[src/rtl/jsu_pkg.sv]
// Package for the JSON string unescape block: item types, state types,
// result codes and small lookup functions. It depends on nothing else.
package jsu_pkg;

	typedef struct packed {
		logic [7:0] data_byte;
		logic       end_of_text;
	} in_item_t;

	typedef struct packed {
		logic [7:0] out_byte;
		logic [1:0] kind;
		logic [2:0] error_code;
		logic       last;
	} out_item_t;

	typedef enum logic [1:0] {
		PH_IDLE = 2'd0,
		PH_BODY = 2'd1,
		PH_ESC  = 2'd2,
		PH_HEX  = 2'd3
	} phase_t;

	typedef struct packed {
		phase_t      phase;
		logic [1:0]  hex_count;
		logic [15:0] code_accum;
		logic        hex_bad_seen;
	} state_t;

	localparam int unsigned MaxResults = 3;

	typedef struct packed {
		logic [1:0]                     cnt;
		out_item_t [MaxResults-1:0]     res;
	} group_t;

	localparam logic [1:0] KIND_BYTE = 2'd0;
	localparam logic [1:0] KIND_DONE = 2'd1;
	localparam logic [1:0] KIND_ERR  = 2'd2;

	localparam logic [2:0] ERR_NONE       = 3'd0;
	localparam logic [2:0] ERR_NO_QUOTE   = 3'd1;
	localparam logic [2:0] ERR_UNTERM_STR = 3'd2;
	localparam logic [2:0] ERR_UNTERM_ESC = 3'd3;
	localparam logic [2:0] ERR_SHORT_HEX  = 3'd4;
	localparam logic [2:0] ERR_BAD_HEX    = 3'd5;
	localparam logic [2:0] ERR_BAD_ESC    = 3'd6;

	localparam logic [7:0] CH_QUOTE  = 8'h22;
	localparam logic [7:0] CH_BSLASH = 8'h5C;
	localparam logic [7:0] CH_U      = 8'h75;

	localparam logic [15:0] REPLACEMENT_CHAR = 16'hFFFD;

	function automatic out_item_t mk_item(logic [7:0] b, logic [1:0] k, logic [2:0] e);
		out_item_t it;
		it.out_byte   = b;
		it.kind       = k;
		it.error_code = e;
		it.last       = 1'b0;
		return it;
	endfunction

	// Returns {ok, value}.
	function automatic logic [4:0] hex_value(logic [7:0] h);
		logic [4:0] r;
		r = 5'd0;
		if (h >= 8'h30 && h <= 8'h39) begin
			r = {1'b1, h[3:0]};
		end else if ((h >= 8'h61 && h <= 8'h66) || (h >= 8'h41 && h <= 8'h46)) begin
			r = {1'b1, h[3:0] + 4'd9};
		end
		return r;
	endfunction

	// Returns {ok, byte}.
	function automatic logic [8:0] escape_byte(logic [7:0] e);
		logic [8:0] r;
		unique case (e)
			8'h22:   r = {1'b1, 8'h22};
			8'h5C:   r = {1'b1, 8'h5C};
			8'h2F:   r = {1'b1, 8'h2F};
			8'h62:   r = {1'b1, 8'h08};
			8'h66:   r = {1'b1, 8'h0C};
			8'h6E:   r = {1'b1, 8'h0A};
			8'h72:   r = {1'b1, 8'h0D};
			8'h74:   r = {1'b1, 8'h09};
			default: r = 9'd0;
		endcase
		return r;
	endfunction

endpackage

[src/rtl/json_string_unescape.sv]
// Top level of the JSON string unescape block: input register, parser state,
// and the result buffer that hands out one result per cycle while res_stall is low.
// Depends on jsu_pkg and jsu_decode.
//
// Usage: the byte channel (byte_valid, byte_stall, byte_item) carries one text
// byte or an end-of-text event per item. The result channel (res_valid,
// res_stall, res_item) carries decoded bytes, a done result at the closing
// quote, or an error result; last marks the final result of each input item.
// An item is accepted at an edge where valid is high and stall is low.
// An item is registered in the input register on acceptance, then decoded
// into the result buffer once that buffer is free, and its first result
// shows from there. Throughput is one item per cycle while each item gives
// at most one result and the receiver does not stall; a hex escape ending in
// a two- or three-byte UTF-8 sequence holds the byte channel until its group
// drains, because the result port moves one result per cycle. When the receiver
// stalls, the buffer holds its results, the input register fills, and byte_stall
// rises until results move again. Reset clears the parser to idle, awaiting an
// opening quote, and empties the input register and the result buffer.
module json_string_unescape (
	input  logic                clk,
	input  logic                arst_n,
	input  logic                byte_valid,
	output logic                byte_stall,
	input  jsu_pkg::in_item_t   byte_item,
	output logic                res_valid,
	input  logic                res_stall,
	output jsu_pkg::out_item_t  res_item
);

	jsu_pkg::in_item_t  item_s1;
	logic               vld_s1;
	jsu_pkg::state_t    st_q;
	jsu_pkg::state_t    st_next;
	jsu_pkg::group_t    grp;
	jsu_pkg::out_item_t res_q [jsu_pkg::MaxResults];
	logic [1:0]         cnt_q;
	logic               pop;
	logic               grp_free;
	logic               advance;
	logic               accept;

	jsu_decode u_decode (
		.item (item_s1),
		.cur  (st_q),
		.nxt  (st_next),
		.grp  (grp)
	);

	assign res_valid  = (cnt_q != 2'd0);
	assign res_item   = res_q[0];
	assign pop        = res_valid && !res_stall;
	assign grp_free   = (cnt_q == 2'd0) || (pop && cnt_q == 2'd1);
	assign advance    = vld_s1 && grp_free;
	assign byte_stall = vld_s1 && !grp_free;
	assign accept     = byte_valid && !byte_stall;

	always_ff @(posedge clk or negedge arst_n) begin
		if (!arst_n) begin
			vld_s1 <= 1'b0;
			st_q   <= '{phase: jsu_pkg::PH_IDLE, hex_count: 2'd0,
				code_accum: 16'd0, hex_bad_seen: 1'b0};
			cnt_q  <= 2'd0;
		end else begin
			if (accept) begin
				vld_s1 <= 1'b1;
			end else if (advance) begin
				vld_s1 <= 1'b0;
			end
			if (advance) begin
				st_q  <= st_next;
				cnt_q <= grp.cnt;
			end else if (pop) begin
				cnt_q <= cnt_q - 2'd1;
			end
		end
	end

	always_ff @(posedge clk) begin
		if (accept) begin
			item_s1 <= byte_item;
		end
		if (advance) begin
			res_q[0] <= grp.res[0];
			res_q[1] <= grp.res[1];
			res_q[2] <= grp.res[2];
		end else if (pop) begin
			res_q[0] <= res_q[1];
			res_q[1] <= res_q[2];
		end
	end

	a_last_on_final: assert property (@(posedge clk) disable iff (!arst_n)
		(res_valid && cnt_q == 2'd1) |-> res_item.last)
		else $error("Final buffered result lacks last.");

	a_not_last_early: assert property (@(posedge clk) disable iff (!arst_n)
		(cnt_q > 2'd1) |-> !res_item.last)
		else $error("Last set before the group is drained.");

	a_nonbyte_zero: assert property (@(posedge clk) disable iff (!arst_n)
		(res_valid && res_item.kind != jsu_pkg::KIND_BYTE) |->
		(res_item.out_byte == 8'd0 && res_item.last))
		else $error("Done or error result carries a byte or is not last.");

	a_group_continues: assert property (@(posedge clk) disable iff (!arst_n)
		(pop && cnt_q > 2'd1) |=> res_valid)
		else $error("Result group dropped before it was drained.");

	a_stall_needs_item: assert property (@(posedge clk) disable iff (!arst_n)
		byte_stall |-> vld_s1)
		else $error("Byte channel stalled with an empty input register.");

endmodule

[src/rtl/jsu_decode.sv]
// Decoder for one text item: next parser state and the group of up to three
// results that the item causes. Depends on jsu_pkg.
module jsu_decode (
	input  jsu_pkg::in_item_t item,
	input  jsu_pkg::state_t   cur,
	output jsu_pkg::state_t   nxt,
	output jsu_pkg::group_t   grp
);

	logic [7:0]  b;
	logic        eot;
	logic [4:0]  hv;
	logic [8:0]  ev;
	logic [15:0] code_next;
	logic [15:0] cp;
	logic        bad_next;

	assign b         = item.data_byte;
	assign eot       = item.end_of_text;
	assign hv        = jsu_pkg::hex_value(b);
	assign ev        = jsu_pkg::escape_byte(b);
	assign code_next = {cur.code_accum[11:0], hv[4] ? hv[3:0] : 4'd0};
	assign bad_next  = cur.hex_bad_seen | ~hv[4];
	assign cp        = (code_next[15:11] == 5'b11011) ? jsu_pkg::REPLACEMENT_CHAR : code_next;

	always_comb begin
		nxt = cur;
		unique case (cur.phase)
			jsu_pkg::PH_IDLE: begin
				if (!eot && b == jsu_pkg::CH_QUOTE) begin
					nxt.phase = jsu_pkg::PH_BODY;
				end
			end
			jsu_pkg::PH_BODY: begin
				if (eot || b == jsu_pkg::CH_QUOTE) begin
					nxt.phase = jsu_pkg::PH_IDLE;
				end else if (b == jsu_pkg::CH_BSLASH) begin
					nxt.phase = jsu_pkg::PH_ESC;
				end
			end
			jsu_pkg::PH_ESC: begin
				if (eot) begin
					nxt.phase = jsu_pkg::PH_IDLE;
				end else if (b == jsu_pkg::CH_U) begin
					nxt.phase        = jsu_pkg::PH_HEX;
					nxt.hex_count    = 2'd0;
					nxt.code_accum   = 16'd0;
					nxt.hex_bad_seen = 1'b0;
				end else if (ev[8]) begin
					nxt.phase = jsu_pkg::PH_BODY;
				end else begin
					nxt.phase = jsu_pkg::PH_IDLE;
				end
			end
			jsu_pkg::PH_HEX: begin
				if (eot) begin
					nxt.phase = jsu_pkg::PH_IDLE;
				end else begin
					nxt.code_accum   = code_next;
					nxt.hex_bad_seen = bad_next;
					nxt.hex_count    = cur.hex_count + 2'd1;
					if (cur.hex_count == 2'd3) begin
						nxt.phase = bad_next ? jsu_pkg::PH_IDLE : jsu_pkg::PH_BODY;
					end
				end
			end
			default: nxt = cur;
		endcase
	end

	always_comb begin
		grp = '0;
		unique case (cur.phase)
			jsu_pkg::PH_IDLE: begin
				if (eot || b != jsu_pkg::CH_QUOTE) begin
					grp.cnt    = 2'd1;
					grp.res[0] = jsu_pkg::mk_item(8'd0, jsu_pkg::KIND_ERR,
						jsu_pkg::ERR_NO_QUOTE);
				end
			end
			jsu_pkg::PH_BODY: begin
				if (eot) begin
					grp.cnt    = 2'd1;
					grp.res[0] = jsu_pkg::mk_item(8'd0, jsu_pkg::KIND_ERR,
						jsu_pkg::ERR_UNTERM_STR);
				end else if (b == jsu_pkg::CH_QUOTE) begin
					grp.cnt    = 2'd1;
					grp.res[0] = jsu_pkg::mk_item(8'd0, jsu_pkg::KIND_DONE,
						jsu_pkg::ERR_NONE);
				end else if (b != jsu_pkg::CH_BSLASH) begin
					grp.cnt    = 2'd1;
					grp.res[0] = jsu_pkg::mk_item(b, jsu_pkg::KIND_BYTE, jsu_pkg::ERR_NONE);
				end
			end
			jsu_pkg::PH_ESC: begin
				if (eot) begin
					grp.cnt    = 2'd1;
					grp.res[0] = jsu_pkg::mk_item(8'd0, jsu_pkg::KIND_ERR,
						jsu_pkg::ERR_UNTERM_ESC);
				end else if (b != jsu_pkg::CH_U) begin
					grp.cnt = 2'd1;
					if (ev[8]) begin
						grp.res[0] = jsu_pkg::mk_item(ev[7:0], jsu_pkg::KIND_BYTE,
							jsu_pkg::ERR_NONE);
					end else begin
						grp.res[0] = jsu_pkg::mk_item(8'd0, jsu_pkg::KIND_ERR,
							jsu_pkg::ERR_BAD_ESC);
					end
				end
			end
			jsu_pkg::PH_HEX: begin
				if (eot) begin
					grp.cnt    = 2'd1;
					grp.res[0] = jsu_pkg::mk_item(8'd0, jsu_pkg::KIND_ERR,
						jsu_pkg::ERR_SHORT_HEX);
				end else if (cur.hex_count == 2'd3) begin
					if (bad_next) begin
						grp.cnt    = 2'd1;
						grp.res[0] = jsu_pkg::mk_item(8'd0, jsu_pkg::KIND_ERR,
							jsu_pkg::ERR_BAD_HEX);
					end else if (cp < 16'h0080) begin
						grp.cnt    = 2'd1;
						grp.res[0] = jsu_pkg::mk_item(cp[7:0], jsu_pkg::KIND_BYTE,
							jsu_pkg::ERR_NONE);
					end else if (cp < 16'h0800) begin
						grp.cnt    = 2'd2;
						grp.res[0] = jsu_pkg::mk_item({3'b110, cp[10:6]},
							jsu_pkg::KIND_BYTE, jsu_pkg::ERR_NONE);
						grp.res[1] = jsu_pkg::mk_item({2'b10, cp[5:0]},
							jsu_pkg::KIND_BYTE, jsu_pkg::ERR_NONE);
					end else begin
						grp.cnt    = 2'd3;
						grp.res[0] = jsu_pkg::mk_item({4'b1110, cp[15:12]},
							jsu_pkg::KIND_BYTE, jsu_pkg::ERR_NONE);
						grp.res[1] = jsu_pkg::mk_item({2'b10, cp[11:6]},
							jsu_pkg::KIND_BYTE, jsu_pkg::ERR_NONE);
						grp.res[2] = jsu_pkg::mk_item({2'b10, cp[5:0]},
							jsu_pkg::KIND_BYTE, jsu_pkg::ERR_NONE);
					end
				end
			end
			default: grp = '0;
		endcase
		if (grp.cnt != 2'd0) begin
			grp.res[grp.cnt - 2'd1].last = 1'b1;
		end
	end

endmodule
[config.mk]
export PLATFORM = sky130hd
export DESIGN_NAME = json_string_unescape
export DESIGN_NICKNAME = d
export VERILOG_FILES = /design/src/rtl/jsu_pkg.sv /design/src/rtl/json_string_unescape.sv /design/src/rtl/jsu_decode.sv
export SDC_FILE = /design/constraint.sdc
export NUM_CORES = 1
export LEC_CHECK = 0
export BUFFER_PORTS_ARGS = -buffer_cell sky130_fd_sc_hd__buf_2
export CORE_MARGIN = 5
export CORE_UTILIZATION = 40
export CTS_CLUSTER_DIAMETER = 200
export DETAILED_ROUTE_END_ITERATION = 12
export PLACE_DENSITY_LB_ADDON = 0.12
export SLEW_MARGIN = 20
export SYNTH_ARGS = -nofsm -noshare
export SYNTH_HDL_FRONTEND = slang
export SYNTH_HIERARCHICAL = 1
export SYNTH_SLANG_ARGS = --single-unit
[constraint.sdc]
create_clock -name clk -period 3.9 [get_ports clk]
set_input_delay 0.78 -clock clk [delete_from_list [all_inputs] [get_ports clk]]
set_output_delay 0.78 -clock clk [all_outputs]
set_load 0.03 [all_outputs]
==> results.ini <==
[final_layout]
num_antenna_cells=0
syn_to_final_growth_pct=6.81
layout_common_cells=edfxtp_1 (51), mux2_2 (43), nand2_1 (29)
fin_nets=450
multi_input_area_sq_um=2090
fill_cells=1065
register_area_sq_um=2030
final_common_cell=edfxtp_1
stdcell_area_sq_um=4770
final_layout_size_suffix_gt1_share_pct=25.1

[floorplan]
die_area_sq_um=13400
io_pins=29
dieWidth_um=116
start_util_pct=41.0
coreArea_sq_um=10900
rows=38
die_y_um=116

[logic_synthesis]
synth_area_sq_um=4460
synth_cells=416
synth_warnings=6
avgSynthCellArea_sq_um=10.7

[clock_tree]
numCtsBuffers=9
clk_pin_slew_ns=0.08
cts_sinks=71
cts_tree=built
htree_num_levels=3
clk_latency_ns=0.36
root_buffer=clkbuf_8
hold_buffers=0
cts_buffer_depth=2
ctsResizeCount=0
cts_setup_buffers=0

[grt]
groute.usage.overall_pct=16.9
gr-total-overflow=0
grt_pass1_wl_um=17300
grt_max_degree=29
antenna_found_initial=0
first_global_vias=3193

[timing]
hold_viol_final=0
min_period_ns=3.30
maxSlewViolCount=0
max_freq_ghz=0.303
tns_ns=0
period_share_pct=84.7
finalSetupViolations=0
slew_headroom_pct=31.6
fin_skew_ns=0.00574
rsz0062_at_grt=no
whs_ns=0.380
worst-slew-pin-transition_ns=1.02
fin_ws_ns=0.597

[critical_path]
cp_slowest_stage_delay_ns=0.74
worstPathRequired_ns=4.02
cp-end-kind=register
start_kind=register
cp.arrival_ns=3.42
cp_cell_sequence=inv_1 > ha_1 > or3b_2 > and4_1 > a211oi_1 > a2111o_1 > a31oi_1 > mux2_2
path_max_fanout=8
path_class=register to register
slowest_stage=a211oi_1

[routing]
finalWirelength_um=10500
drtPass1Iterations=5
wl_met1_um=4830
topRoutingLayerUsed=met4
antenna_left=0
route.met2.wl_um=4960
num_vias=3240
drt_iter0_drc=312
wl_per_cell_um=18.4
wl_met3_um=488
drc=0
routed_via_density=5.68

[placed_design]
io_buffers=28
gp_congestion=0.874
placed_cell_area_sq_um=4560
dp_hpwl_um=7460
dp_slack_ns=0.748

[hold_path]
hold_class=input pin to asynchronous set/reset pin

[flow_run]
drv_cap=0

[pwr]
peakVddDrop_uv=601
powerDensity_nw_per_um2=726
p_leak_nw=1.82

[outcome]
status=finished clean

[flip-flops by register name, indices dropped and copies added (netlist names)]
register  flops
res_q        42
st_q         17
vld_s1        1
item_s1       9
cnt_q         2
[report_power, final]
part           leakage [nW]  switching [mW]  total, mW  internal [mW]
clock network         0.106           0.294      0.656          0.362
registers             0.772           0.187       1.37           1.18
logic                 0.942           0.871       1.44          0.566
total                  1.82            1.35       3.46           2.11
[metrics by stage]
stage	instances	util [%]	power [mW]
6_report	570	43.8	3.46
5_1_grt	570	43.8	3.70
4_1_cts	570	43.8	3.51
3_5_place_dp	554	41.8	2.84
3_3_place_gp	554	41.8	2.82
2_1_floorplan	427	-	2.55
[cell type report]
class                           count  share of cell area (%)
Tap cell                          140                    3.67
Clock buffer                       11                    2.76
Sequential cell                    71                    42.6
Multi-Input combinational cell    290                    43.8
Inverter                           18                    1.42
Clock inverter                      5                    1.71
Timing Repair Buffer               35                    4.04
[path summary, 6_finish.rpt]
check / start / end / slack, ns / cells past startpoint
max in group asynchronous: arst_n / st_q[8] / 3.18 / 1
worst max register to register: item_s1[1] / res_q[0][8] / 0.60 / 8
min in group clk: st_q[18] / st_q[18] / 0.54 / 1
worst min-delay path: arst_n / st_q[1] / 0.38 / 1
worst min register to register: st_q[18] / st_q[18] / 0.54 / 1
worst max-delay path: item_s1[1] / res_q[0][8] / 0.60 / 8
[layer usage]
layer  global-route usage, %  vias to the layer above
met5                       0                        -
met3                    3.81                       19
met1                    23.3                     1602
met4                    5.49                        0
li1                        -                     1525
met2                    26.7                       94
[worst max-delay path: cells and delay by family, from the launching register on]
family | cells | cell delay (ns)
buffers and inverters | 1 | 0.19
and+or+nand+nor | 2 | 0.67
DFF | 1 | 0.53
AOI/OAI and AO/OA | 3 | 1.16
muxes | 1 | 0.29
adders and majority gates | 1 | 0.20
No activity file was read; power rests on OpenSTA's default activity.
